File: src/rtl/core/tbrl_pkg.sv
// Package for the token bucket rate limiter: widths, register indexes,
// reset values, the controller state type and the divider status struct.
// No dependencies.
package tbrl_pkg;

  localparam int TIME_BITS      = 64;                 // timestamp bits used, 32..64
  localparam int REQ_TIME_BITS  = 64;                 // width of the request_time field
  localparam int BUCKET_BITS    = 16;
  localparam int INTERVAL_BITS  = 30;
  localparam int CFG_INDEX_BITS = 1;
  localparam int CFG_DATA_BITS  = 30;
  localparam int CNT_BITS       = $clog2(TIME_BITS + 1);

  localparam longint unsigned NS_PER_SECOND = 64'd1000000000;

  localparam logic [CFG_INDEX_BITS-1:0] REG_BUCKET_SIZE     = 1'd0;
  localparam logic [CFG_INDEX_BITS-1:0] REG_REFILL_INTERVAL = 1'd1;

  localparam logic [BUCKET_BITS-1:0]   RESET_BUCKET   = 16'd100;
  localparam logic [INTERVAL_BITS-1:0] RESET_INTERVAL = INTERVAL_BITS'(NS_PER_SECOND / 100);

  typedef enum logic [1:0] {
    ST_IDLE,
    ST_DIVIDE,
    ST_FINISH
  } tbrl_state_t;

  // Status of the serial divider as seen by the controller.
  typedef struct packed {
    logic                   done;   // one-cycle pulse when the quotient is complete
    logic                   ovf;    // quotient does not fit in BUCKET_BITS
    logic [BUCKET_BITS-1:0] quot;   // low quotient bits, valid when ovf is clear
  } tbrl_div_stat_t;

endpackage

File: src/rtl/core/tbrl_if.sv
// Channel interfaces of the token bucket rate limiter: request input,
// result output and configuration write. Depends on tbrl_pkg.

interface tbrl_req_if;
  import tbrl_pkg::*;
  logic                     valid;
  logic                     ready;
  logic [REQ_TIME_BITS-1:0] request_time;
  modport source (output valid, output request_time, input ready);
  modport sink   (input valid, input request_time, output ready);
endinterface

interface tbrl_res_if;
  import tbrl_pkg::*;
  logic                   valid;
  logic                   ready;
  logic                   granted;
  logic [BUCKET_BITS-1:0] tokens_left;
  modport source (output valid, output granted, output tokens_left, input ready);
  modport sink   (input valid, input granted, input tokens_left, output ready);
endinterface

interface tbrl_cfg_if;
  import tbrl_pkg::*;
  logic                      valid;
  logic                      ready;
  logic [CFG_INDEX_BITS-1:0] index;
  logic [CFG_DATA_BITS-1:0]  data;
  modport source (output valid, output index, output data, input ready);
  modport sink   (input valid, input index, input data, output ready);
endinterface

File: src/rtl/core/tbrl_div.sv
// Bit-serial restoring divider: one quotient bit per cycle, MSB first.
// Keeps only the low quotient bits plus a sticky overflow. Depends on tbrl_pkg.
module tbrl_div (
  input  logic                                 clk,
  input  logic                                 rst_n,
  input  logic                                 start,
  input  logic [tbrl_pkg::TIME_BITS-1:0]       dividend,
  input  logic [tbrl_pkg::INTERVAL_BITS-1:0]   divisor,
  output tbrl_pkg::tbrl_div_stat_t             stat
);
  import tbrl_pkg::*;

  logic [TIME_BITS-1:0]     dvd_r, dvd_nxt;
  logic [INTERVAL_BITS-1:0] dsr_r, dsr_nxt;
  logic [INTERVAL_BITS-1:0] rem_r, rem_nxt;
  logic [BUCKET_BITS-1:0]   quot_r, quot_nxt;
  logic                     ovf_r, ovf_nxt;
  logic [CNT_BITS-1:0]      cnt_r, cnt_nxt;
  logic                     done_r, done_nxt;

  logic [INTERVAL_BITS:0]   trial;
  logic [INTERVAL_BITS:0]   diff;
  logic                     fits;

  // Bring down the next dividend bit and try one subtraction.
  always_comb begin
    trial = {rem_r, dvd_r[TIME_BITS-1]};
    diff  = trial - {1'b0, dsr_r};
    fits  = (trial >= {1'b0, dsr_r});
  end

  always_comb begin
    dvd_nxt  = dvd_r;
    dsr_nxt  = dsr_r;
    rem_nxt  = rem_r;
    quot_nxt = quot_r;
    ovf_nxt  = ovf_r;
    cnt_nxt  = cnt_r;
    done_nxt = 1'b0;
    if (start) begin
      dvd_nxt  = dividend;
      dsr_nxt  = divisor;
      rem_nxt  = '0;
      quot_nxt = '0;
      ovf_nxt  = 1'b0;
      cnt_nxt  = CNT_BITS'(TIME_BITS);
    end else if (cnt_r != '0) begin
      dvd_nxt  = {dvd_r[TIME_BITS-2:0], 1'b0};
      // The remainder stays below the divisor, so a failed trial never has its top bit set.
      rem_nxt  = fits ? diff[INTERVAL_BITS-1:0] : trial[INTERVAL_BITS-1:0];
      quot_nxt = {quot_r[BUCKET_BITS-2:0], fits};
      ovf_nxt  = ovf_r | quot_r[BUCKET_BITS-1];
      cnt_nxt  = cnt_r - 1'b1;
      done_nxt = (cnt_r == CNT_BITS'(1));
    end
  end

  always_ff @(posedge clk) begin
    if (!rst_n) begin
      cnt_r  <= '0;
      done_r <= 1'b0;
    end else begin
      cnt_r  <= cnt_nxt;
      done_r <= done_nxt;
    end
  end

  always_ff @(posedge clk) begin
    dvd_r  <= dvd_nxt;
    dsr_r  <= dsr_nxt;
    rem_r  <= rem_nxt;
    quot_r <= quot_nxt;
    ovf_r  <= ovf_nxt;
  end

  assign stat.done = done_r;
  assign stat.ovf  = ovf_r;
  assign stat.quot = quot_r;

endmodule

File: src/rtl/core/token_bucket_rate_limiter.sv
// Top level of the token bucket rate limiter: controller, bucket state,
// configuration registers and result register. Depends on tbrl_pkg,
// the channel interfaces in tbrl_if.sv and the serial divider tbrl_div.

// Each request carries a nanosecond timestamp and gets exactly one result:
// granted, and the tokens left in the bucket afterwards. A request that finds
// a refill reference and a timestamp at or after it runs through a bit-serial
// divider that produces one quotient bit per clock in ST_DIVIDE; ST_FINISH
// then loads the result once the output register is free. The first
// request after reset or a register write, and one stamped before the
// reference, skip ST_DIVIDE and go to ST_FINISH. One request is processed at
// a time; the next one is accepted as soon as the previous result is placed
// in the output register, even while that result still waits to be taken.
// Writing either register refills the bucket to its size and forgets the
// reference, so the next request only sets the reference. Software programs
// refill_interval as one billion divided by the wanted rate; zero is taken
// as one nanosecond. Configuration writes are always accepted and are meant
// to be issued only while no request is in progress.
module token_bucket_rate_limiter (
  input logic         clk,
  input logic         rst_n,
  tbrl_req_if.sink    in_ch,
  tbrl_res_if.source  out_ch,
  tbrl_cfg_if.sink    cfg_ch
);
  import tbrl_pkg::*;

  tbrl_state_t              state_r, state_nxt;
  logic [BUCKET_BITS-1:0]   bucket_r, bucket_nxt;
  logic [INTERVAL_BITS-1:0] interval_r, interval_nxt;
  logic [BUCKET_BITS-1:0]   token_r, token_nxt;
  logic [TIME_BITS-1:0]     ref_r, ref_nxt;
  logic                     ref_valid_r, ref_valid_nxt;
  logic [TIME_BITS-1:0]     now_r, now_nxt;
  logic                     skip_r, skip_nxt;
  logic                     out_valid_r, out_valid_nxt;
  logic                     out_granted_r, out_granted_nxt;
  logic [BUCKET_BITS-1:0]   out_left_r, out_left_nxt;

  logic [TIME_BITS-1:0]     now;
  logic [TIME_BITS:0]       elapsed;
  logic                     early;
  logic [INTERVAL_BITS-1:0] step;
  logic                     in_acc;
  logic                     cfg_acc;
  logic                     div_start;
  tbrl_div_stat_t           div_stat;

  logic                     refill;
  logic [BUCKET_BITS:0]     sum;
  logic [BUCKET_BITS-1:0]   base;
  logic                     grant;
  logic [BUCKET_BITS-1:0]   left;
  logic                     load;
  logic                     in_ready;

  // Request side: elapsed time since the reference, and the zero-interval fix-up.
  always_comb begin
    now       = in_ch.request_time[TIME_BITS-1:0];
    elapsed   = {1'b0, now} - {1'b0, ref_r};
    early     = elapsed[TIME_BITS];
    step      = (interval_r == '0) ? INTERVAL_BITS'(1) : interval_r;
    in_acc    = in_ch.valid & in_ready;
    cfg_acc   = cfg_ch.valid & cfg_ch.ready;
    div_start = in_acc & ref_valid_r & ~early;
  end

  tbrl_div u_div (
    .clk      (clk),
    .rst_n    (rst_n),
    .start    (div_start),
    .dividend (elapsed[TIME_BITS-1:0]),
    .divisor  (step),
    .stat     (div_stat)
  );

  // Refill and grant. A zero quotient means less than one interval has passed,
  // in which case no tokens are added and the reference does not move.
  always_comb begin
    refill = ~skip_r & (div_stat.ovf | (div_stat.quot != '0));
    sum    = {1'b0, token_r} + {1'b0, div_stat.quot};
    if (!refill) begin
      base = token_r;
    end else if (div_stat.ovf || (sum > {1'b0, bucket_r})) begin
      base = bucket_r;
    end else begin
      base = sum[BUCKET_BITS-1:0];
    end
    grant = (base != '0);
    left  = base - BUCKET_BITS'(grant);
  end

  // Next state of the controller.
  always_comb begin
    state_nxt = state_r;
    unique case (state_r)
      ST_IDLE: begin
        if (in_acc) begin
          state_nxt = div_start ? ST_DIVIDE : ST_FINISH;
        end
      end
      ST_DIVIDE: begin
        if (div_stat.done) begin
          state_nxt = ST_FINISH;
        end
      end
      ST_FINISH: begin
        if (load) begin
          state_nxt = ST_IDLE;
        end
      end
      default: state_nxt = ST_IDLE;
    endcase
  end

  // Controller outputs.
  always_comb begin
    in_ready = 1'b0;
    load     = 1'b0;
    unique case (state_r)
      ST_IDLE:   in_ready = 1'b1;
      ST_DIVIDE: in_ready = 1'b0;
      ST_FINISH: load     = ~out_valid_r | out_ch.ready;
      default:   in_ready = 1'b0;
    endcase
  end

  // Bucket state, configuration registers and the result register.
  always_comb begin
    bucket_nxt      = bucket_r;
    interval_nxt    = interval_r;
    token_nxt       = token_r;
    ref_nxt         = ref_r;
    ref_valid_nxt   = ref_valid_r;
    now_nxt         = now_r;
    skip_nxt        = skip_r;
    out_granted_nxt = out_granted_r;
    out_left_nxt    = out_left_r;
    out_valid_nxt   = out_valid_r & ~out_ch.ready;

    if (in_acc) begin
      now_nxt  = now;
      skip_nxt = ~div_start;
      if (!ref_valid_r) begin
        // First request after reset or a register write only sets the reference.
        ref_nxt       = now;
        ref_valid_nxt = 1'b1;
      end
    end

    if (load) begin
      token_nxt       = left;
      out_granted_nxt = grant;
      out_left_nxt    = left;
      out_valid_nxt   = 1'b1;
      if (refill) begin
        ref_nxt = now_r;
      end
    end

    if (cfg_acc) begin
      unique case (cfg_ch.index)
        REG_BUCKET_SIZE: begin
          bucket_nxt = cfg_ch.data[BUCKET_BITS-1:0];
          token_nxt  = cfg_ch.data[BUCKET_BITS-1:0];
        end
        REG_REFILL_INTERVAL: begin
          interval_nxt = cfg_ch.data[INTERVAL_BITS-1:0];
          token_nxt    = bucket_r;
        end
        default: token_nxt = bucket_r;
      endcase
      ref_valid_nxt = 1'b0;
    end
  end

  always_ff @(posedge clk) begin
    if (!rst_n) begin
      state_r     <= ST_IDLE;
      bucket_r    <= RESET_BUCKET;
      interval_r  <= RESET_INTERVAL;
      token_r     <= RESET_BUCKET;
      ref_valid_r <= 1'b0;
      out_valid_r <= 1'b0;
    end else begin
      state_r     <= state_nxt;
      bucket_r    <= bucket_nxt;
      interval_r  <= interval_nxt;
      token_r     <= token_nxt;
      ref_valid_r <= ref_valid_nxt;
      out_valid_r <= out_valid_nxt;
    end
  end

  always_ff @(posedge clk) begin
    ref_r         <= ref_nxt;
    now_r         <= now_nxt;
    skip_r        <= skip_nxt;
    out_granted_r <= out_granted_nxt;
    out_left_r    <= out_left_nxt;
  end

  assign in_ch.ready        = in_ready;
  assign cfg_ch.ready       = 1'b1;
  assign out_ch.valid       = out_valid_r;
  assign out_ch.granted     = out_granted_r;
  assign out_ch.tokens_left = out_left_r;

endmodule

File: src/flat_wrapper.sv
// flat-port wrapper written by rule: the top's interface ports become plain ports
module token_bucket_rate_limiter_flat import tbrl_pkg::*;
  (clk, rst_n, in_ch_valid, in_ch_request_time, in_ch_ready, out_ch_valid, out_ch_granted, out_ch_tokens_left, out_ch_ready, cfg_ch_valid, cfg_ch_index, cfg_ch_data, cfg_ch_ready);
  tbrl_req_if in_ch_i ();
  tbrl_res_if out_ch_i ();
  tbrl_cfg_if cfg_ch_i ();
  input logic clk;
  input logic rst_n;
  input wire logic [$bits(in_ch_i.valid)-1:0] in_ch_valid;
  input wire logic [$bits(in_ch_i.request_time)-1:0] in_ch_request_time;
  output wire logic [$bits(in_ch_i.ready)-1:0] in_ch_ready;
  output wire logic [$bits(out_ch_i.valid)-1:0] out_ch_valid;
  output wire logic [$bits(out_ch_i.granted)-1:0] out_ch_granted;
  output wire logic [$bits(out_ch_i.tokens_left)-1:0] out_ch_tokens_left;
  input wire logic [$bits(out_ch_i.ready)-1:0] out_ch_ready;
  input wire logic [$bits(cfg_ch_i.valid)-1:0] cfg_ch_valid;
  input wire logic [$bits(cfg_ch_i.index)-1:0] cfg_ch_index;
  input wire logic [$bits(cfg_ch_i.data)-1:0] cfg_ch_data;
  output wire logic [$bits(cfg_ch_i.ready)-1:0] cfg_ch_ready;
  assign in_ch_i.valid = in_ch_valid;
  assign in_ch_i.request_time = in_ch_request_time;
  assign in_ch_ready = in_ch_i.ready;
  assign out_ch_valid = out_ch_i.valid;
  assign out_ch_granted = out_ch_i.granted;
  assign out_ch_tokens_left = out_ch_i.tokens_left;
  assign out_ch_i.ready = out_ch_ready;
  assign cfg_ch_i.valid = cfg_ch_valid;
  assign cfg_ch_i.index = cfg_ch_index;
  assign cfg_ch_i.data = cfg_ch_data;
  assign cfg_ch_ready = cfg_ch_i.ready;
  token_bucket_rate_limiter u_core (.clk(clk), .rst_n(rst_n), .in_ch(in_ch_i), .out_ch(out_ch_i), .cfg_ch(cfg_ch_i));
endmodule
File: config.mk
export PLATFORM = sky130hd
export DESIGN_NAME = token_bucket_rate_limiter_flat
export DESIGN_NICKNAME = d
export VERILOG_FILES = /design/src/rtl/core/tbrl_pkg.sv /design/src/rtl/core/tbrl_if.sv /design/src/rtl/core/tbrl_div.sv /design/src/rtl/core/token_bucket_rate_limiter.sv /design/src/flat_wrapper.sv
export SDC_FILE = /design/constraint.sdc
export NUM_CORES = 1
export LEC_CHECK = 0
export BUFFER_PORTS_ARGS = -buffer_cell sky130_fd_sc_hd__buf_2
export CORE_ASPECT_RATIO = 0.6
export CORE_MARGIN = 2
export CORE_UTILIZATION = 55
export DETAILED_ROUTE_END_ITERATION = 8
export PLACE_DENSITY = 0.76
export SYNTH_ARGS = -nofsm -noshare
export SYNTH_HDL_FRONTEND = slang
export SYNTH_HIERARCHICAL = 1
export SYNTH_SLANG_ARGS = --single-unit
File: constraint.sdc
create_clock -name clk -period 7.8 [get_ports clk]
set_input_delay 0 -clock clk [delete_from_list [all_inputs] [get_ports clk]]
set_output_delay 0 -clock clk [all_outputs]
set_load 0.05 [all_outputs]
=== Word-level counts from Yosys, hierarchy flattened ===
Cells that the tools add are included.

* Bitwise logic cells: 16
* Eq/ne operators: 6
* Muxes and demuxes: 22
* Add/subtract/negate cells: 5
* Reductions and logical operators: 14
* $lt $le $gt $ge: 2

{| class="wikitable"
|+ Operators by type and width
! operator !! number
|-
| $mux W64 || 6
|-
| $sub A64 B64 Y65 || 1
|-
| $mux W16 || 4
|-
| $pmux W16 S2 || 1
|-
| $reduce_bool A16 Y1 || 2
|-
| $ge A31 B30 Y1 || 1
|-
| $logic_not A30 Y1 || 1
|-
| $mux W30 || 1
|-
| $sub A30 B30 Y30 || 1
|-
| $add A16 B16 Y17 || 1
|-
| $gt A17 B16 Y1 || 1
|-
| $sub A16 B1 Y16 || 1
|-
| $mux W7 || 2
|-
| $mux W2 || 4
|-
| $not A1 Y1 || 8
|-
| $eq A7 B1 Y1 const B || 1
|-
| $reduce_bool A7 Y1 || 1
|-
| $sub A7 B1 Y7 const B || 1
|-
| $pmux W2 S3 || 1
|-
| $and A1 B1 Y1 || 5
|-
| $ne A2 B1 Y1 const B || 2
|-
| $reduce_and A2 Y1 || 2
|-
| $reduce_bool A2 Y1 || 2
|-
| $reduce_or A2 Y1 || 2
|-
| 9 further kinds || 13
|}

* Logic and storage cells: 84
* Register bits after elaboration: 361
* Output and inout port bits: 20
* Input port bits: 100

=== Depth between registers and ports, before layout ===
* Depth after elaboration: 9
* Gate-level depth with buffers: 32

=== By module ===
Netlist, hierarchy kept.

{| class="wikitable"
|+ Modules (own cells, without submodules)
! module !! sequential area each (um2) !! cells an instance !! area each (um2) !! instances
|-
| token_bucket_rate_limiter || 5064.9 || 1630 || 13863.3 || 1
|-
| tbrl_div || 3923.8 || 719 || 7672.4 || 1
|}

=== Worst setup path after synthesis ===
OpenSTA, ideal clock, no wires.

* Path kind: reg-to-reg
* Start: reg u_core.state_r[1]
* End: reg u_core.u_div.dvd_r[0] (enable)
* Buffers on the path: 4
* Clock period less this slack: 8.666 ns
* Arrival time: 8.234 ns
* Stages on the path, launching flop included: 10
* Setup slack: -0.866 ns
* Library setup time: 0.432 ns
* Cells stage by stage: dfxtp_1 > nor2_1 > and2_1 > clkbuf_1 > nand3_1 > o21ai_0 > clkbuf_1 > clkbuf_1 > clkbuf_1 > nand2b_1

* Longest elaborated chain between the ends: 6

{| class="wikitable"
|+ Ends and longest elaborated chain
! what !! RTL line !! text
|-
| start: declaration || token_bucket_rate_limiter.sv:28 || <nowiki>tbrl_state_t state_r, state_nxt;</nowiki>
|-
| start signal: assignment || token_bucket_rate_limiter.sv:186 || <nowiki>state_r <= state_nxt;</nowiki>
|-
| $logic_not A2 Y1 || token_bucket_rate_limiter.sv:120 || <nowiki>unique case (state_r)</nowiki>
|-
| $mux W1 || token_bucket_rate_limiter.sv:120 ||
|-
| net in_ch_ready || flat_wrapper.sv:11 || <nowiki>output wire logic [$bits(in_ch_i.ready)-1:0] in_ch_ready;</nowiki>
|-
| $and A1 B1 Y1 || token_bucket_rate_limiter.sv:63 || <nowiki>in_acc = in_ch.valid & in_ready;</nowiki>
|-
| net u_core.in_acc || token_bucket_rate_limiter.sv:44 || <nowiki>logic in_acc;</nowiki>
|-
| $and A1 B1 Y1 (2 in a row) || token_bucket_rate_limiter.sv:65 || <nowiki>div_start = in_acc & ref_valid_r & ~early;</nowiki>
|-
| net u_core.div_start || token_bucket_rate_limiter.sv:46 || <nowiki>logic div_start;</nowiki>
|-
| $reduce_bool A2 Y1 (no source line) || - ||
|-
| end signal: assignment || tbrl_div.sv:69 || <nowiki>dvd_r <= dvd_nxt;</nowiki>
|-
| end: declaration || tbrl_div.sv:13 || <nowiki>logic [TIME_BITS-1:0] dvd_r, dvd_nxt;</nowiki>
|}

The timed path passes the listed nets, and every way through them passes these cells.
A chain may end at the register's enable or synchronous reset.

=== Worst setup path after layout ===
* Start: reg u_core.u_div.quot_r[0]
* End: reg u_core.token_r[8]

* Longest elaborated chain between the ends: 9

{| class="wikitable"
|+ Ends and longest elaborated chain
! what !! RTL line !! text
|-
| start: declaration || tbrl_div.sv:16 || <nowiki>logic [BUCKET_BITS-1:0] quot_r, quot_nxt;</nowiki>
|-
| start signal: assignment || tbrl_div.sv:72 || <nowiki>quot_r <= quot_nxt;</nowiki>
|-
| $add A16 B16 Y17 || token_bucket_rate_limiter.sv:81 || <nowiki>sum = {1'b0, token_r} + {1'b0, div_stat.quot};</nowiki>
|-
| $gt A17 B16 Y1 || token_bucket_rate_limiter.sv:84 || <nowiki>end else if (div_stat.ovf || (sum > {1'b0, bucket_r})) begin</nowiki>
|-
| $logic_or A1 B1 Y1 || token_bucket_rate_limiter.sv:84 ||
|-
| $mux W16 || token_bucket_rate_limiter.sv:84 ||
|-
| $mux W16 (*) || token_bucket_rate_limiter.sv:82 || <nowiki>if (!refill) begin</nowiki>
|-
| $reduce_bool A16 Y1 (*) || token_bucket_rate_limiter.sv:89 || <nowiki>grant = (base != '0);</nowiki>
|-
| net u_core.grant || token_bucket_rate_limiter.sv:52 || <nowiki>logic grant;</nowiki>
|-
| $sub A16 B1 Y16 (*) || token_bucket_rate_limiter.sv:90 || <nowiki>left = base - BUCKET_BITS'(grant);</nowiki>
|-
| net u_core.left[8] || token_bucket_rate_limiter.sv:53 || <nowiki>logic [BUCKET_BITS-1:0] left;</nowiki>
|-
| $mux W16 (*) || token_bucket_rate_limiter.sv:151 || <nowiki>if (load) begin</nowiki>
|-
| $mux W16 (*) || token_bucket_rate_limiter.sv:161 || <nowiki>if (cfg_acc) begin</nowiki>
|-
| end signal: assignment || token_bucket_rate_limiter.sv:189 || <nowiki>token_r <= token_nxt;</nowiki>
|-
| end: declaration || token_bucket_rate_limiter.sv:31 || <nowiki>logic [BUCKET_BITS-1:0] token_r, token_nxt;</nowiki>
|}

Mark *: on every way through the listed nets, which the timed path passes. The rest lies on a longest branch. The select of a mux whose other input is x is not followed.

==> metrics.md <==
| Metric | Value |
|---|---|
| Internal | `5.077 mW` |
| Fmax | `136.9 MHz` |
| Post-Synthesis Cell Area | `21540 um^2` |
| Worst-Skew Late Latency | `540 ps` |
| Largest net degree at the start of global routing | `150` |
| Sw power | `3.255 mW` |
| Prevailing post-synth register cell | `dfxtp_1` |
| Nature of the critical path startpoint | `register` |
| Clock Path Buffers | `3` |
| Synthesized area per cell | `9.168 um^2` |
| Min-delay src | `cfg_ch_index` |
| Max layer used | `met5` |
| Kind of critical path | `reg2reg` |
| Power, Total | `8.332 mW` |
| Final Max Slew Viols | `0` |
| Switching power share of the total | `0.3907` |
| Worst EP required | `8200 ps` |
| CTS tree | `built` |
| Critical Path Max Stage Delay | `510 ps` |
| Pre-CTS WS | `408.9 ps` |
| Pre-Repair DR Iteration Count | `7` |
| Die area | `40810 um^2` |
| Seq/Total Area, Yosys | `0.4174` |
| Met3 WL | `4332 um` |
| Post-Route Setup TNS | `0 ps` |
| Post-Syn Nets | `2583` |
| Vias in the first global route | `16448` |
| WHS Endpoint | `u_core/token_r[11]` |
| CP max-delay cell | `a211oi_1` |
| Status | `finished clean` |
| Antenna-violating nets left | `0` |
| Warnings, synthesis | `6` |
| Share of cells above drive strength 1 | `0.1257` |
| Power Density | `339.4 nW/um^2` |
| Setup violations, final | `0` |
| Met2 wire len | `22550 um` |
| #FFs+latches synth | `361` |
| Cell mode on critical path | `ha_1` |
| CTS buffer count | `36` |
| Clk sink count | `361` |
| CTS root buffer | `clkbuf_16` |
| Grt ovf | `0` |
| Max H-tree Level | `2` |
| Layout Skew | `18.65 ps` |
| Post-CTS setup buffer count | `0` |
| Die W | `259.5 um` |
| RR Startpoint | `u_core/u_div/quot_r[0]` |
| Clock-pin slew on the worst setup and hold paths | `70 ps` |
| Hpwl dp | `39270 um` |
| Crit path max fanout | `15` |
| RSZ-0062 raised after global routing | `false` |
| Num ports | `120` |
| Async set or reset register ratio after synthesis | `0` |
| DR DRC count | `0` |
| Detailed Route WL | `56040 um` |
| # rows | `56` |
| Post-synth EDFFs | `176` |
| Sequential power share | `0.341` |
| CP arrival | `7700 ps` |
| Setup crit end kind | `register` |
| Via count | `17955` |
| WHS | `103.1 ps` |
| Cells after synthesis | `2349` |
| Port buffer count | `118` |
| Initial antenna violation count | `3` |
| Hold Crit Depth | `3` |
| Post-synthesis cell type count | `83` |
| Hold crit path type | `in2reg` |
| Lkg Pwr | `10.25 nW` |
| Worst R2R Path Depth | `29` |
| RR Endpoint | `u_core/token_r[8]` |
| Final min period | `7305 ps` |
| Max cap viols | `0` |
| Gpl congestion | `0.9589` |
| Rel. slew slack | `0.2735` |
| Combinational power share | `0.453` |
| Setup ws final | `495.5 ps` |
| Tightest Pin Transition | `1076 ps` |
| Routed len/inst | `18.51 um` |
| Via-to-Cell Ratio | `5.930` |
| Synth-to-Final Area Change | `14.01%` |
| DIE HEIGHT | `157.3 um` |
| Global-route usage over all layers | `0.2673` |
| Initial Util | `0.5548` |
| Hold Vio Cnt, Final | `0` |
| 1st-iter DRT viols | `1952` |
| Core area | `38820 um^2` |
| WL met1 | `28150 um` |
| VDD IR max | `0.1649 mV` |
| First-pass GRT wire length | `87800 um` |
| Crit share post-route | `0.9365` |
| Setup slack, reg-to-reg | `500 ps` |
| Clock share of power | `0.206` |
| NumNets Final | `2712` |
Yosys cell counts (6+ instances only):
| cell | n | area [um^2] |
|---|---|---|
| nand2_1 | 256 | 960.9 |
| a21oi_1 | 237 | 1186 |
| nor2_1 | 209 | 784.5 |
| dfxtp_1 | 185 | 3704 |
| edfxtp_1 | 176 | 5285 |
| inv_1 | 150 | 563.0 |
| ha_1 | 131 | 1639 |
| clkbuf_1 | 126 | 473.0 |
| mux2i_1 | 81 | 810.8 |
| o21ai_0 | 73 | 365.4 |
| mux2_2 | 71 | 799.5 |
| xnor2_1 | 66 | 578.1 |
| a21o_1 | 59 | 442.9 |
| xor2_1 | 40 | 350.3 |
| nand3_1 | 35 | 175.2 |
| nand4_1 | 31 | 193.9 |
| nor3_1 | 30 | 150.1 |
| nand2b_1 | 25 | 156.4 |
| o21a_1 | 25 | 187.7 |
| a211oi_1 | 24 | 180.2 |
| nor2b_1 | 23 | 143.9 |
| a311oi_1 | 22 | 192.7 |
| a31oi_1 | 16 | 100.1 |
| o211ai_1 | 15 | 112.6 |
| o21bai_1 | 15 | 112.6 |
| and3_1 | 14 | 87.58 |
| and2_1 | 13 | 81.33 |
| nor4_1 | 13 | 81.33 |
| buf_2 | 11 | 55.05 |
| o31a_1 | 11 | 96.34 |
| a31o_2 | 10 | 87.58 |
| nor3b_1 | 10 | 75.07 |
| or4_1 | 10 | 75.07 |
| nand4b_1 | 7 | 61.31 |
| o21ai_1 | 7 | 35.03 |
| o311ai_0 | 7 | 61.31 |
| or2_2 | 7 | 43.79 |
| a211o_1 | 6 | 52.55 |
| o31ai_1 | 6 | 45.04 |
power by group through the flow:
stage                     clock network (mW)  registers [mW]  logic, mW
final                                   1.72            2.84       3.77
after global routing                    1.83            2.89       4.15
after CTS                               1.75            2.84       3.70
after detailed placement                   0            2.87       3.64
after global placement                     0            2.85       3.56
after floorplan                            0            2.81       2.86
state kept, by name, indices dropped and copies added (netlist names), 30 cells and up:
signal and count:
u_core/now_r 64, u_core/ref_r 64, u_core/u_div/dvd_r 64, u_core/interval_r 30, u_core/u_div/dsr_r 30, u_core/u_div/rem_r 30
cell families (layout without fill, tap and decap cells):
family,count (synthesis),after routing,synth area share
AOI/OAI and AO/OA,589,589,0.1795
buffers and inverters,297,453,0.05310
other,1,2,0.0001741
muxes,153,153,0.07547
and+or+nand+nor,708,708,0.1523
adders and majority gates,134,134,0.07890
DFF,361,361,0.4174
xor gates and xnor gates,106,106,0.04311
what timing repair did:
action                                  4_1_cts  5_1_grt
endpoints found under the setup margin        0       12
hold buffers                                102        0
gates resized for setup                       0        3
hold endpoints to repair                    203        0
critical path: cells and delay by family (launching register included):
kind                     cells  cell delay [ps]
AO/OA/AOI/OAI               13             3210
XOR/XNOR                     1              200
flip-flops                   1              350
adder cells (fa/ha/maj)      4             1230
buffers and inverters        1              190
AND/OR/NAND/NOR             10             2000
worst max-delay path by stage:
stage,cells after the start,startpoint,endpoint
2_1_floorplan,16,u_core/ref_r[0],u_core/u_div/dvd_r[0]
3_3_place_gp,27,u_core/u_div/quot_r[0],u_core/out_ch.tokens_left[13]
3_5_place_dp,27,u_core/u_div/quot_r[0],u_core/out_ch.tokens_left[13]
4_1_cts,27,u_core/u_div/quot_r[0],u_core/out_ch.tokens_left[13]
5_1_grt,26,u_core/u_div/quot_r[0],u_core/out_ch.tokens_left[13]
6_report,29,u_core/u_div/quot_r[0],u_core/token_r[8]
layer usage:
metal | vias to the layer above | GRT usage
met5 | - | 0
met3 | 85 | 0.05797
li1 | 8646 | -
met1 | 8571 | 0.4175
met2 | 647 | 0.3700
met4 | 6 | 0.06240
cell type report:
class / instances / area, um^2
multi-input cells: 1691 / 11450
diodes: 1 / 2.502
inverters: 151 / 566.8
clock inverters: 14 / 123.9
clock buffers: 51 / 1011
fillers: 3202 / 14260
repair buffers: 237 / 1752
flip-flops and latches: 361 / 8989
well taps: 522 / 653.1
layout by cell type, fill, tap and decap left out, types with 23 or more instances in the layout:
cell type and n:
a21o_1 59, buf_2 118, edfxtp_1 176, nand2_1 255, dlygate4sd3_1 102, nand2b_1 24
ha_1 131, nor3_1 30, a21oi_1 237, xnor2_1 66, xor2_1 40, o21a_1 25
o21ai_0 72, nand4_1 31, mux2i_1 81, inv_1 150, nor2_1 209, nand3_1 34
a211oi_1 23, mux2_2 71, dfxtp_1 185, clkbuf_16 36
stage by stage:
| step | std cells | instance area, um^2 | utilization |
|---|---|---|---|
| floorplan | 2349 | 21540 | - |
| global placement | 2860 | 22390 | 0.5767 |
| detailed placement | 2860 | 22390 | 0.5767 |
| CTS | 3027 | 24540 | 0.6322 |
| global route | 3027 | 24550 | 0.6324 |
| finish | 3028 | 24550 | 0.6325 |
Power figures use the tool's default switching activity.
